<file path="src/aomd_pkg.sv">
// Package with shared types, widths and register defaults for the onset marker detector.
package aomd_pkg;

  localparam int unsigned MaxMarkersDef = 64;
  localparam int unsigned MaxSamplesDef = 262144;

  localparam int unsigned SampleW = 16;
  localparam int unsigned CoefW   = 16;
  localparam int unsigned GainW   = 6;
  localparam int unsigned DistW   = 16;
  localparam int unsigned LevelW  = 17;
  localparam int unsigned PosW    = 18;
  localparam int unsigned CountW  = 7;
  localparam int unsigned CfgIdxW = 2;
  localparam int unsigned CfgW    = 16;
  localparam int unsigned InDataW  = 32;
  localparam int unsigned OutDataW = 32;

  localparam int unsigned MulAW = LevelW + 1;
  localparam int unsigned MulBW = CoefW + 1;
  localparam int unsigned ProdW = MulAW + MulBW;

  localparam logic [CfgIdxW-1:0] CfgEnvCoef  = 2'd0;
  localparam logic [CfgIdxW-1:0] CfgMeanCoef = 2'd1;
  localparam logic [CfgIdxW-1:0] CfgGain     = 2'd2;
  localparam logic [CfgIdxW-1:0] CfgMinDist  = 2'd3;

  localparam logic [CoefW-1:0] EnvCoefRst  = 16'd655;
  localparam logic [CoefW-1:0] MeanCoefRst = 16'd98;
  localparam logic [GainW-1:0] GainRst     = 6'd6;
  localparam logic [DistW-1:0] MinDistRst  = 16'd1440;

  localparam logic [LevelW-1:0] LevelMax = 17'h10000;

  typedef enum logic [6:0] {
    S_IDLE   = 7'b0000001,
    S_ENVM   = 7'b0000010,
    S_ENVU   = 7'b0000100,
    S_MEANM  = 7'b0001000,
    S_MEANU  = 7'b0010000,
    S_THRM   = 7'b0100000,
    S_DECIDE = 7'b1000000
  } state_e;

endpackage

</file>
<file path="src/audio_onset_marker_detector_top.sv">
// Onset marker detector: envelope follower, onset strength, running mean and marker decision.
//
//  channel | direction | handshake                  | payload
//  --------+-----------+----------------------------+-------------------------------------
//  s_axis  | in        | tvalid / tready            | tdata: left, right; tuser: restart
//  m_axis  | out       | tvalid / tready            | tdata: position, count; tuser: onset
//  cfg     | in        | cfg_we_i (no wait)         | cfg_idx_i, cfg_data_i
//
// One sample pair passes the accept cycle and six sequencer steps, three of which share one
// 18x17 multiplier (envelope update, mean update, threshold). Once the loop is full a
// sample skips to the decision step. tready is high only while the sequencer idles; the
// result waits in an output register, and the final step holds while it is occupied.
// Reset loads the default register values and clears all loop state.
module audio_onset_marker_detector_top
  import aomd_pkg::*;
#(
  parameter int unsigned MAX_MARKERS = MaxMarkersDef,
  parameter int unsigned MAX_SAMPLES = MaxSamplesDef
) (
  input  logic                clk_i,
  input  logic                rst_ni,
  input  logic                s_axis_tvalid,
  output logic                s_axis_tready,
  input  logic [InDataW-1:0]  s_axis_tdata,   // sample_left[15:0], sample_right[31:16]
  input  logic                s_axis_tuser,   // restart
  output logic                m_axis_tvalid,
  input  logic                m_axis_tready,
  output logic [OutDataW-1:0] m_axis_tdata,   // onset_position[17:0], marker_count[24:18], 0
  output logic                m_axis_tuser,   // is_onset
  input  logic                cfg_we_i,
  input  logic [CfgIdxW-1:0]  cfg_idx_i,
  input  logic [CfgW-1:0]     cfg_data_i
);

  localparam int unsigned IdxW  = $clog2(MAX_SAMPLES);
  localparam int unsigned CntW  = $clog2(MAX_MARKERS + 1);
  localparam int unsigned LastW = ((IdxW > DistW) ? IdxW : DistW) + 1;
  localparam int unsigned DiffW = LastW + 1;
  localparam logic [IdxW-1:0] IdxLast = IdxW'(MAX_SAMPLES - 1);
  localparam logic [CntW-1:0] CntMax  = CntW'(MAX_MARKERS);

  state_e state_q, state_d;

  logic [CoefW-1:0] env_coef_q, mean_coef_q;
  logic [GainW-1:0] gain_q;
  logic [DistW-1:0] min_dist_q;

  logic [LevelW-1:0] env_q, mean_q, absm_q, on_q;
  logic [IdxW-1:0]   idx_q;
  logic signed [LastW-1:0] last_q;
  logic [CntW-1:0]   markers_q;
  logic              full_q, skip_q;
  logic signed [ProdW-1:0] prod_q;

  logic                out_valid_q;
  logic                out_onset_q;
  logic [PosW-1:0]     out_pos_q;
  logic [CountW-1:0]   out_cnt_q;

  logic accept;
  logic proceed;
  logic signed [SampleW:0]  pair_sum;
  logic [LevelW-1:0]        pair_abs;
  logic signed [MulAW-1:0]  mul_a;
  logic signed [MulBW-1:0]  mul_b;
  logic signed [ProdW-1:0]  prod;
  logic signed [ProdW-1:0]  filt;
  logic signed [MulAW:0]    filt_next;
  logic [LevelW-1:0]        level_next;
  logic signed [MulAW-1:0]  rise;
  logic signed [DiffW-1:0]  gap;
  logic                     onset;
  logic [CntW-1:0]          markers_next;

  assign s_axis_tready = (state_q == S_IDLE);
  assign accept        = s_axis_tvalid && s_axis_tready;
  assign proceed       = !out_valid_q || m_axis_tready;

  assign pair_sum = $signed({s_axis_tdata[SampleW-1], s_axis_tdata[SampleW-1:0]})
                  + $signed({s_axis_tdata[2*SampleW-1], s_axis_tdata[2*SampleW-1:SampleW]});
  assign pair_abs = pair_sum[SampleW] ? LevelW'(-pair_sum) : LevelW'(pair_sum);

  always_comb begin
    mul_a = '0;
    mul_b = '0;
    unique case (state_q)
      S_ENVM: begin
        mul_a = $signed({1'b0, absm_q}) - $signed({1'b0, env_q});
        mul_b = $signed({1'b0, env_coef_q});
      end
      S_MEANM: begin
        mul_a = $signed({1'b0, on_q}) - $signed({1'b0, mean_q});
        mul_b = $signed({1'b0, mean_coef_q});
      end
      S_THRM: begin
        mul_a = $signed({1'b0, mean_q});
        mul_b = $signed({(MulBW - GainW)'(0), gain_q});
      end
      default: begin
      end
    endcase
  end

  assign prod = mul_a * mul_b;

  // round to nearest, ties up: (p + 2^15) >> 16 arithmetically
  assign filt = (prod_q + ProdW'(32768)) >>> 16;

  always_comb begin
    if (state_q == S_ENVU) begin
      filt_next = $signed({2'b0, env_q}) + $signed(filt[MulAW:0]);
    end else begin
      filt_next = $signed({2'b0, mean_q}) + $signed(filt[MulAW:0]);
    end
  end
  assign level_next = filt_next[LevelW-1:0];
  assign rise       = $signed({1'b0, level_next}) - $signed({1'b0, env_q});

  assign gap = $signed({(DiffW - IdxW)'(0), idx_q}) - DiffW'(last_q);
  assign onset = !skip_q && (idx_q >= IdxW'(2))
              && ($signed({(ProdW - LevelW)'(0), on_q}) > prod_q)
              && (gap >= $signed({(DiffW - DistW)'(0), min_dist_q}))
              && (markers_q < CntMax);
  assign markers_next = onset ? markers_q + CntW'(1) : markers_q;

  always_comb begin
    state_d = state_q;
    unique case (state_q)
      S_IDLE: begin
        if (accept) begin
          state_d = (full_q && !s_axis_tuser) ? S_DECIDE : S_ENVM;
        end
      end
      S_ENVM:  state_d = S_ENVU;
      S_ENVU:  state_d = S_MEANM;
      S_MEANM: state_d = S_MEANU;
      S_MEANU: state_d = S_THRM;
      S_THRM:  state_d = S_DECIDE;
      S_DECIDE: begin
        if (proceed) begin
          state_d = S_IDLE;
        end
      end
      default: state_d = S_IDLE;
    endcase
  end

  always_ff @(posedge clk_i or negedge rst_ni) begin
    if (!rst_ni) begin
      state_q     <= S_IDLE;
      env_coef_q  <= EnvCoefRst;
      mean_coef_q <= MeanCoefRst;
      gain_q      <= GainRst;
      min_dist_q  <= MinDistRst;
      env_q       <= '0;
      mean_q      <= '0;
      idx_q       <= '0;
      last_q      <= -$signed({(LastW - DistW)'(0), MinDistRst});
      markers_q   <= '0;
      full_q      <= 1'b0;
      skip_q      <= 1'b0;
      out_valid_q <= 1'b0;
    end else begin
      state_q <= state_d;
      if (cfg_we_i) begin
        unique case (cfg_idx_i)
          CfgEnvCoef:  env_coef_q  <= cfg_data_i[CoefW-1:0];
          CfgMeanCoef: mean_coef_q <= cfg_data_i[CoefW-1:0];
          CfgGain:     gain_q      <= cfg_data_i[GainW-1:0];
          CfgMinDist:  min_dist_q  <= cfg_data_i[DistW-1:0];
          default: begin
          end
        endcase
      end
      if (state_q == S_DECIDE && proceed) begin
        out_valid_q <= 1'b1;
      end else if (m_axis_tready) begin
        out_valid_q <= 1'b0;
      end
      unique case (state_q)
        S_IDLE: begin
          if (accept) begin
            skip_q <= full_q && !s_axis_tuser;
            if (s_axis_tuser) begin
              env_q     <= '0;
              mean_q    <= '0;
              idx_q     <= '0;
              last_q    <= -$signed({(LastW - DistW)'(0), min_dist_q});
              markers_q <= '0;
              full_q    <= 1'b0;
            end
          end
        end
        S_ENVU: begin
          env_q <= level_next;
        end
        S_MEANU: begin
          mean_q <= level_next;
        end
        S_DECIDE: begin
          if (proceed) begin
            if (!skip_q) begin
              markers_q <= markers_next;
              if (onset) begin
                last_q <= $signed({(LastW - IdxW)'(0), idx_q});
              end
              if (idx_q == IdxLast) begin
                full_q <= 1'b1;
              end else begin
                idx_q <= idx_q + IdxW'(1);
              end
            end
          end
        end
        default: begin
        end
      endcase
    end
  end

  always_ff @(posedge clk_i) begin
    if (state_q != S_DECIDE) begin
      prod_q <= prod;
    end
    if (accept) begin
      absm_q <= pair_abs;
    end
    if (state_q == S_ENVU) begin
      on_q <= rise[MulAW-1] ? '0 : rise[LevelW-1:0];
    end
    if (state_q == S_DECIDE && proceed) begin
      out_onset_q <= onset;
      out_pos_q   <= PosW'(idx_q);
      out_cnt_q   <= CountW'(markers_next);
    end
  end

  assign m_axis_tvalid = out_valid_q;
  assign m_axis_tuser  = out_onset_q;
  assign m_axis_tdata  = {(OutDataW - PosW - CountW)'(0), out_cnt_q, out_pos_q};

`ifndef SYNTHESIS
  assert property (@(posedge clk_i) disable iff (!rst_ni)
    markers_q <= CntMax)
    else $error("marker count beyond limit");

  assert property (@(posedge clk_i) disable iff (!rst_ni)
    full_q |-> (idx_q == IdxLast))
    else $error("loop full with sample index not at last position");

  assert property (@(posedge clk_i) disable iff (!rst_ni)
    (env_q <= LevelMax) && (mean_q <= LevelMax))
    else $error("filter state out of range");

  assert property (@(posedge clk_i) disable iff (!rst_ni)
    (out_valid_q && !$past(out_valid_q)) |-> ($past(state_q) == S_DECIDE))
    else $error("result raised outside decision step");
`endif

endmodule

</file>
<file path="config.mk">
export PLATFORM = sky130hd
export DESIGN_NAME = audio_onset_marker_detector_top
export DESIGN_NICKNAME = d
export VERILOG_FILES = /design/src/aomd_pkg.sv /design/src/audio_onset_marker_detector_top.sv
export SDC_FILE = /design/constraint.sdc
export NUM_CORES = 2
export LEC_CHECK = 0
export BUFFER_PORTS_ARGS = -buffer_cell sky130_fd_sc_hd__buf_2
export CORE_MARGIN = 8
export CORE_UTILIZATION = 35
export DETAILED_ROUTE_END_ITERATION = 16
export SLEW_MARGIN = 25
export SYNTH_ARGS = -nofsm -noshare
export SYNTH_HDL_FRONTEND = slang
export SYNTH_SLANG_ARGS = --single-unit
</file>
<file path="constraint.sdc">
create_clock -name clk_i -period 17.4 [get_ports clk_i]
set_clock_uncertainty 0.1 [all_clocks]
set_input_delay 0.87 -clock clk_i [delete_from_list [all_inputs] [get_ports clk_i]]
set_output_delay 0.87 -clock clk_i [all_outputs]
set_load 0.005 [all_outputs]
</file>
* Word-level counts from Yosys, hierarchy flattened *
Index checks and enable logic that the tools add are counted.
W data, S select, Z words.

cells by class
  order comparisons = 4
  equal/unequal tests = 19
  multiplexer cells = 38
  bitwise logic cells = 0
  multipliers = 1
  shift operators = 0
  div/mod/pow operators = 0
  reductions and logical operators = 28
  add/subtract/negate cells = 12

operator list
  operator                  number
  $mux W19                  5
  $mux W18                  5
  $pmux W17 S2              2
  $mux W7                   8
  $pmux W18 S3              1
  $sub A17 B17 Y18          3
  $mux W17                  3
  $pmux W7 S7               1
  $pmux W16 S3              1
  $pmux W19 S2              1
  $pmux W18 S2              1
  $gt A18 B35 Y1            1
  $mul A18 B17 Y35          1
  $add A17 B17 Y17          2
  $add A33 B17 Y33 const B  1
  $ge A20 B17 Y1            1
  $sub A19 B19 Y20          1
  $neg A16 Y19              1
  $add A18 B1 Y18 const B   1
  $eq A18 B18 Y1 const B    1
  $ge A18 B2 Y1 const B     1
  $reduce_and A6 Y1         3
  $add A16 B16 Y17          1
  $neg A17 Y17              1
  other kinds (26)          55

word-level totals
  flip-flop bits (word level) = 237
  memories kept = 0
  bits in writable memories = 0
  word-level logic and storage cells = 122
  bits in latches = 0
  output and inout port bits = 35
  input bits = 56
  ROM bits = 0

* Depth between registers and ports, before layout *
  depth in word-level cells = 9
  mapped depth = 36

* Worst setup path before layout *
Ideal clock, no wire load.

  kind = register to register
  start point = register absm_q[0]
  end point = register prod_q[29], data pin
  library setup time = 0.260 ns
  arrival time = 7.818 ns
  setup slack = 9.222 ns
  buffers on the path = 0
  period minus slack after synthesis = 8.178 ns
  cell stages (with the launch flop) = 34
  path through = edfxtp_1 inv_1 ha_1 inv_1 fa_1 a21o_1 a21o_1 a21o_1 a31o_2 a21o_1 a211oi_1 a2111oi_0 a221oi_2 nor2_1 fa_1 inv_1 fa_1 fa_1 inv_1 fa_1 fa_1 inv_1 fa_1 inv_1 ha_1 a21o_1 a21o_1 a21oi_1 o31a_1 o311a_1 nor3_1 a21bo_2 a21oi_1 xnor2_1

on the way
  cells in the longest elaborated chain, start to end = 3

RTL lines
  item                    RTL line                                RTL
  from (decl)             audio_onset_marker_detector_top.sv:48   logic [LevelW-1:0] env_q, mean_q, absm_q, on_q;
  from (signal assigned)  audio_onset_marker_detector_top.sv:226  absm_q <= pair_abs;
  $sub A17 B17 Y18        audio_onset_marker_detector_top.sv:88   mul_a = $signed({1'b0, absm_q}) - $signed({1'b0, env_q});
  $pmux W18 S3            audio_onset_marker_detector_top.sv:86   unique case (state_q)
  $mul A18 B17 Y35        audio_onset_marker_detector_top.sv:104  assign prod = mul_a * mul_b;
  named net prod[29]      audio_onset_marker_detector_top.sv:66   logic signed [ProdW-1:0] prod;
  to (signal assigned)    audio_onset_marker_detector_top.sv:223  prod_q <= prod;
  to (decl)               audio_onset_marker_detector_top.sv:53   logic signed [ProdW-1:0] prod_q;

The timed path passes the listed nets, and every way through them passes these cells.
A chain may end at the register's enable or synchronous reset.

* Worst setup path after layout *
  start point = register state_q[1]
  end point = register prod_q[29], data pin

on the way
  cells in the longest elaborated chain, start to end = 3
  elaborated cells on any way between the ends = 6
  classes of those cells = mul (1); eq/ne (3); mux (2)

RTL lines
  item                                                 RTL line                                RTL
  from (decl)                                          audio_onset_marker_detector_top.sv:42   state_e state_q, state_d;
  from (signal assigned)                               audio_onset_marker_detector_top.sv:164  state_q <= state_d;
  $eq A7 B6 Y1 (tied with other cells)                 audio_onset_marker_detector_top.sv:86
  $pmux W18 S3 / $pmux W16 S3 (equally long branches)  audio_onset_marker_detector_top.sv:86
  $mul A18 B17 Y35 *                                   audio_onset_marker_detector_top.sv:104
  named net prod[29]                                   audio_onset_marker_detector_top.sv:66

Mark *: on every way through the listed nets, which the timed path passes. The rest lies on a longest branch.

==> metrics.csv <==
stage;metric;value;unit
outcome;status;finished, final reports clean;
setup_path;worst setup path endpoint;prod_q[29]$_DFFE_PN_;
clock_tree;TritonCTS Buffers;30;
run;Max Cap Viol;0;
clock_tree;clock latency on the worst-skew pair;0.59;ns
power;register share of total power;0.276;
final_layout;Final nets;3546;
floorplanning;die area;86400;sq um
setup_path;worst setup path start;state_q[1]$_DFFE_PN0P_;
setup_path;WP data required;17.61;ns
logic_synthesis;Ys Warns;0;
floorplanning;die span in x;294;um
power;sw frac;0.426;
detailed_routing;Initial DRC Count;1264;
clock_tree;CTS clk-pin slew, worst paths;0.06;ns
floorplanning;core box area;77000;sq um
clock_tree;Post-CTS Hold Buffers;0;
logic_synthesis;Mapped Cells;2886;
setup_path;Critical Path Stages;25;
setup_path;most used cell, CP;fa_1;
logic_synthesis;synthesis-stage register bit count;237;
final_layout;Area Overhead vs Synth;9.94;%
logic_synthesis;Synth top area share;0.221;
detailed_routing;post-route ant nets;0;
floorplanning;Ports;91;
timing;Tmin final;9.35;ns
logic_synthesis;register area share after synthesis;0.238;
logic_synthesis;post-synthesis instance area;27000;sq um
logic_synthesis;post-synth top area cell;fa_1;
detailed_routing;met1 wire length;31.2;mm
setup_path;reg2reg start;state_q[1]$_DFFE_PN0P_;
global_routing;antenna violations before repair;1;
setup_path;Critical Path AT;9.56;ns
clock_tree;cells resized by post-CTS repair;0;
floorplanning;Cell Rows;102;
logic_synthesis;top cells by area, synth;fa_1, dfrtp_1, ha_1;
setup_path;kind of critical path;flop to flop;
timing;RSZ-0062 raised after global routing;false;
setup_path;biggest cell delay along the critical path;0.71;ns
detailed_routing;WL final;71.7;mm
placement;Detail Placement HPWL;57.6;mm
power;Comb pwr share;0.509;
clock_tree;Max Root-Sink Buffers;3;
timing;worst rel slew slack;0.314;
detailed_routing;number of remaining DRC errors;0;
global_routing;Total GRT Usage;0.166;
clock_tree;CTS tree;built;
setup_path;slowest stage cell on the critical path;a221o_1;
clock_tree;postcts setup bufs;0;
placement;DP Area;28700;sq um
detailed_routing;vias per std cell;5.12;
detailed_routing;met3 WL;3.37;mm
detailed_routing;Max Used Layer;met4;
logic_synthesis;commonest cells in the netlist;inv_1, fa_1, nand2_1, nor2_1, ha_1;
timing;final setup vio count;0;
power;Switching Power;1.22;mW
power;Clk pwr share;0.215;
clock_tree;H-tree levels;1;
setup_path;Worst Setup End Kind;flop;
placement;routability cong.;0.873;
timing;Slew Viols, Final;0;
global_routing;first-pass GRT wire length;116;mm
detailed_routing;routed via count;20608;
setup_path;Critical Path Source Type;flop;
logic_synthesis;Post-synth ARST share;0.599;
logic_synthesis;syn avg cell area;9.37;sq um
hold_path;HP Class;input pin to async pin;
clock_tree;clk root buf;clkbuf_16;
timing;Tcrit/Tclk final;0.537;
final_layout;share of cells above drive strength 1;0.102;
setup_path;crit-path max FO;31;
global_routing;grt total ovfl;0;
setup_path;Worst R2R Path Depth;25;
detailed_routing;First-pass DRT Iterations;7;
setup_path;WP buf/inv;5;
power;P_int;1.65;mW
detailed_routing;drt wl/cell;17.8;um
power;Worst IR Drop VDD;0.000140;V
timing;Fin Setup TNS;0;ns
final_layout;post-route cell area;29700;sq um
setup_path;R2R setup slack;8.05;ns
logic_synthesis;EDFF count, synth;95;
global_routing;vias in the first global route;20832;
power;pwr dens;96.8;nW/um^2
floorplanning;Die Y;294;um
final_layout;Antenna Cells;0;
timing;Highest Clock Rate;107;MHz
clock_tree;TritonCTS Sinks;237;
logic_synthesis;post-synthesis cell type count;97;
placement;PortBufs;83;
global_routing;largest net degree at the start of global routing;83;
setup_path;delay-heaviest family, CP;adder cells;
power;Leak;13.9;nW
floorplanning;Initial Util;0.351;
logic_synthesis;Post-synth top flop;dfrtp_1;
detailed_routing;met2 routed WL;34.8;mm
timing;worst-margin pin slew;1.03;ns
logic_synthesis;most frequent cell after synthesis;inv_1;
setup_path;RR Endpoint;prod_q[29]$_DFFE_PN_;
timing;Final Hold Violating Endpoints;0;
==> logic make-up after synthesis <==
family	Yosys count	share of synthesized area
adders and majority gates	528	0.327
and+or+nand+nor	806	0.142
muxes	82	0.0332
AOI/OAI and AO/OA	508	0.128
xor gates and xnor gates	160	0.0518
DFF	237	0.238
buffers and inverters	564	0.0800
other	1	0.000139
==> worst min path at each step <==
stage               slack (ns)                    end                   from  depth (start not counted)
CTS                       0.27   idx_q[8]$_DFFE_PN0P_                 rst_ni                          1
floorplan                 0.36  last_q[3]$_DFFE_PN0P_  last_q[3]$_DFFE_PN0P_                          1
global route              0.31  idx_q[10]$_DFFE_PN0P_                 rst_ni                          1
global placement          0.37  last_q[3]$_DFFE_PN0P_  last_q[3]$_DFFE_PN0P_                          1
detailed placement        0.38  last_q[3]$_DFFE_PN0P_  last_q[3]$_DFFE_PN0P_                          1
finish                    0.26   idx_q[8]$_DFFE_PN0P_                 rst_ni                          1
==> through the flow <==
stage / power, mW / cells / setup slack [ns] / hold slack, ns / util
after floorplan: 1.81 / 2892 / 9.22 / 0.358 / -
after global placement: 2.24 / 3969 / 8.14 / 0.371 / 0.373
after detailed placement: 2.25 / 3969 / 8.09 / 0.381 / 0.373
after CTS: 2.89 / 4024 / 8.01 / 0.275 / 0.386
after global routing: 3.08 / 4025 / 7.61 / 0.306 / 0.386
final: 2.88 / 4025 / 8.05 / 0.259 / 0.386
==> flip-flops by register name (all words and copies together) (netlist names), 16 cells and up <==
register and count:
env_q 17, mean_coef_q 16, prod_q 35, last_q 19, mean_q 17, env_coef_q 16
on_q 17, idx_q 18, out_pos_q 18, min_dist_q 16, absm_q 17
==> routing by layer <==
metal / track usage / vias up
li1: - / 9775
met1: 0.219 / 10239
met2: 0.285 / 477
met3: 0.0185 / 117
met4: 0.0468 / 0
met5: 0 / -
==> power by group through the flow <==
| stage | clock, mW | sequential, mW | combinational [mW] |
|---|---|---|---|
| 5_1_grt | 0.654 | 0.805 | 1.62 |
| 3_3_place_gp | 0 | 0.802 | 1.44 |
| 4_1_cts | 0.634 | 0.794 | 1.46 |
| 3_5_place_dp | 0 | 0.803 | 1.45 |
| 2_1_floorplan | 0 | 0.773 | 1.03 |
| 6_report | 0.618 | 0.794 | 1.46 |
==> cell type report <==
type                       instances  area, sq um
multi-input combinational       2091        18500
clock inverter                    13          141
timing repair buffer             119          689
fill                            7740        47200
tap                             1040         1300
clock buffer                      42          847
sequential                       237         6440
inverter                         483         1810
==> cell usage in the layout (no fill, tap or decap), drive strengths merged, types with 38 or more instances in the layout <==
cell type	netlist	layout
nand2b	38	38
clkbuf	56	42
fa	299	299
mux2	62	62
dfrtp	115	115
a21oi	117	117
nand3	46	46
edfxtp	95	95
a21o	57	57
inv	482	482
nor2	237	237
xor2	53	53
buf	25	119
ha	229	229
xnor2	107	107
nand2	253	253
nor3	44	44
o21ai	99	99
(Power assumes the default switching activity.)
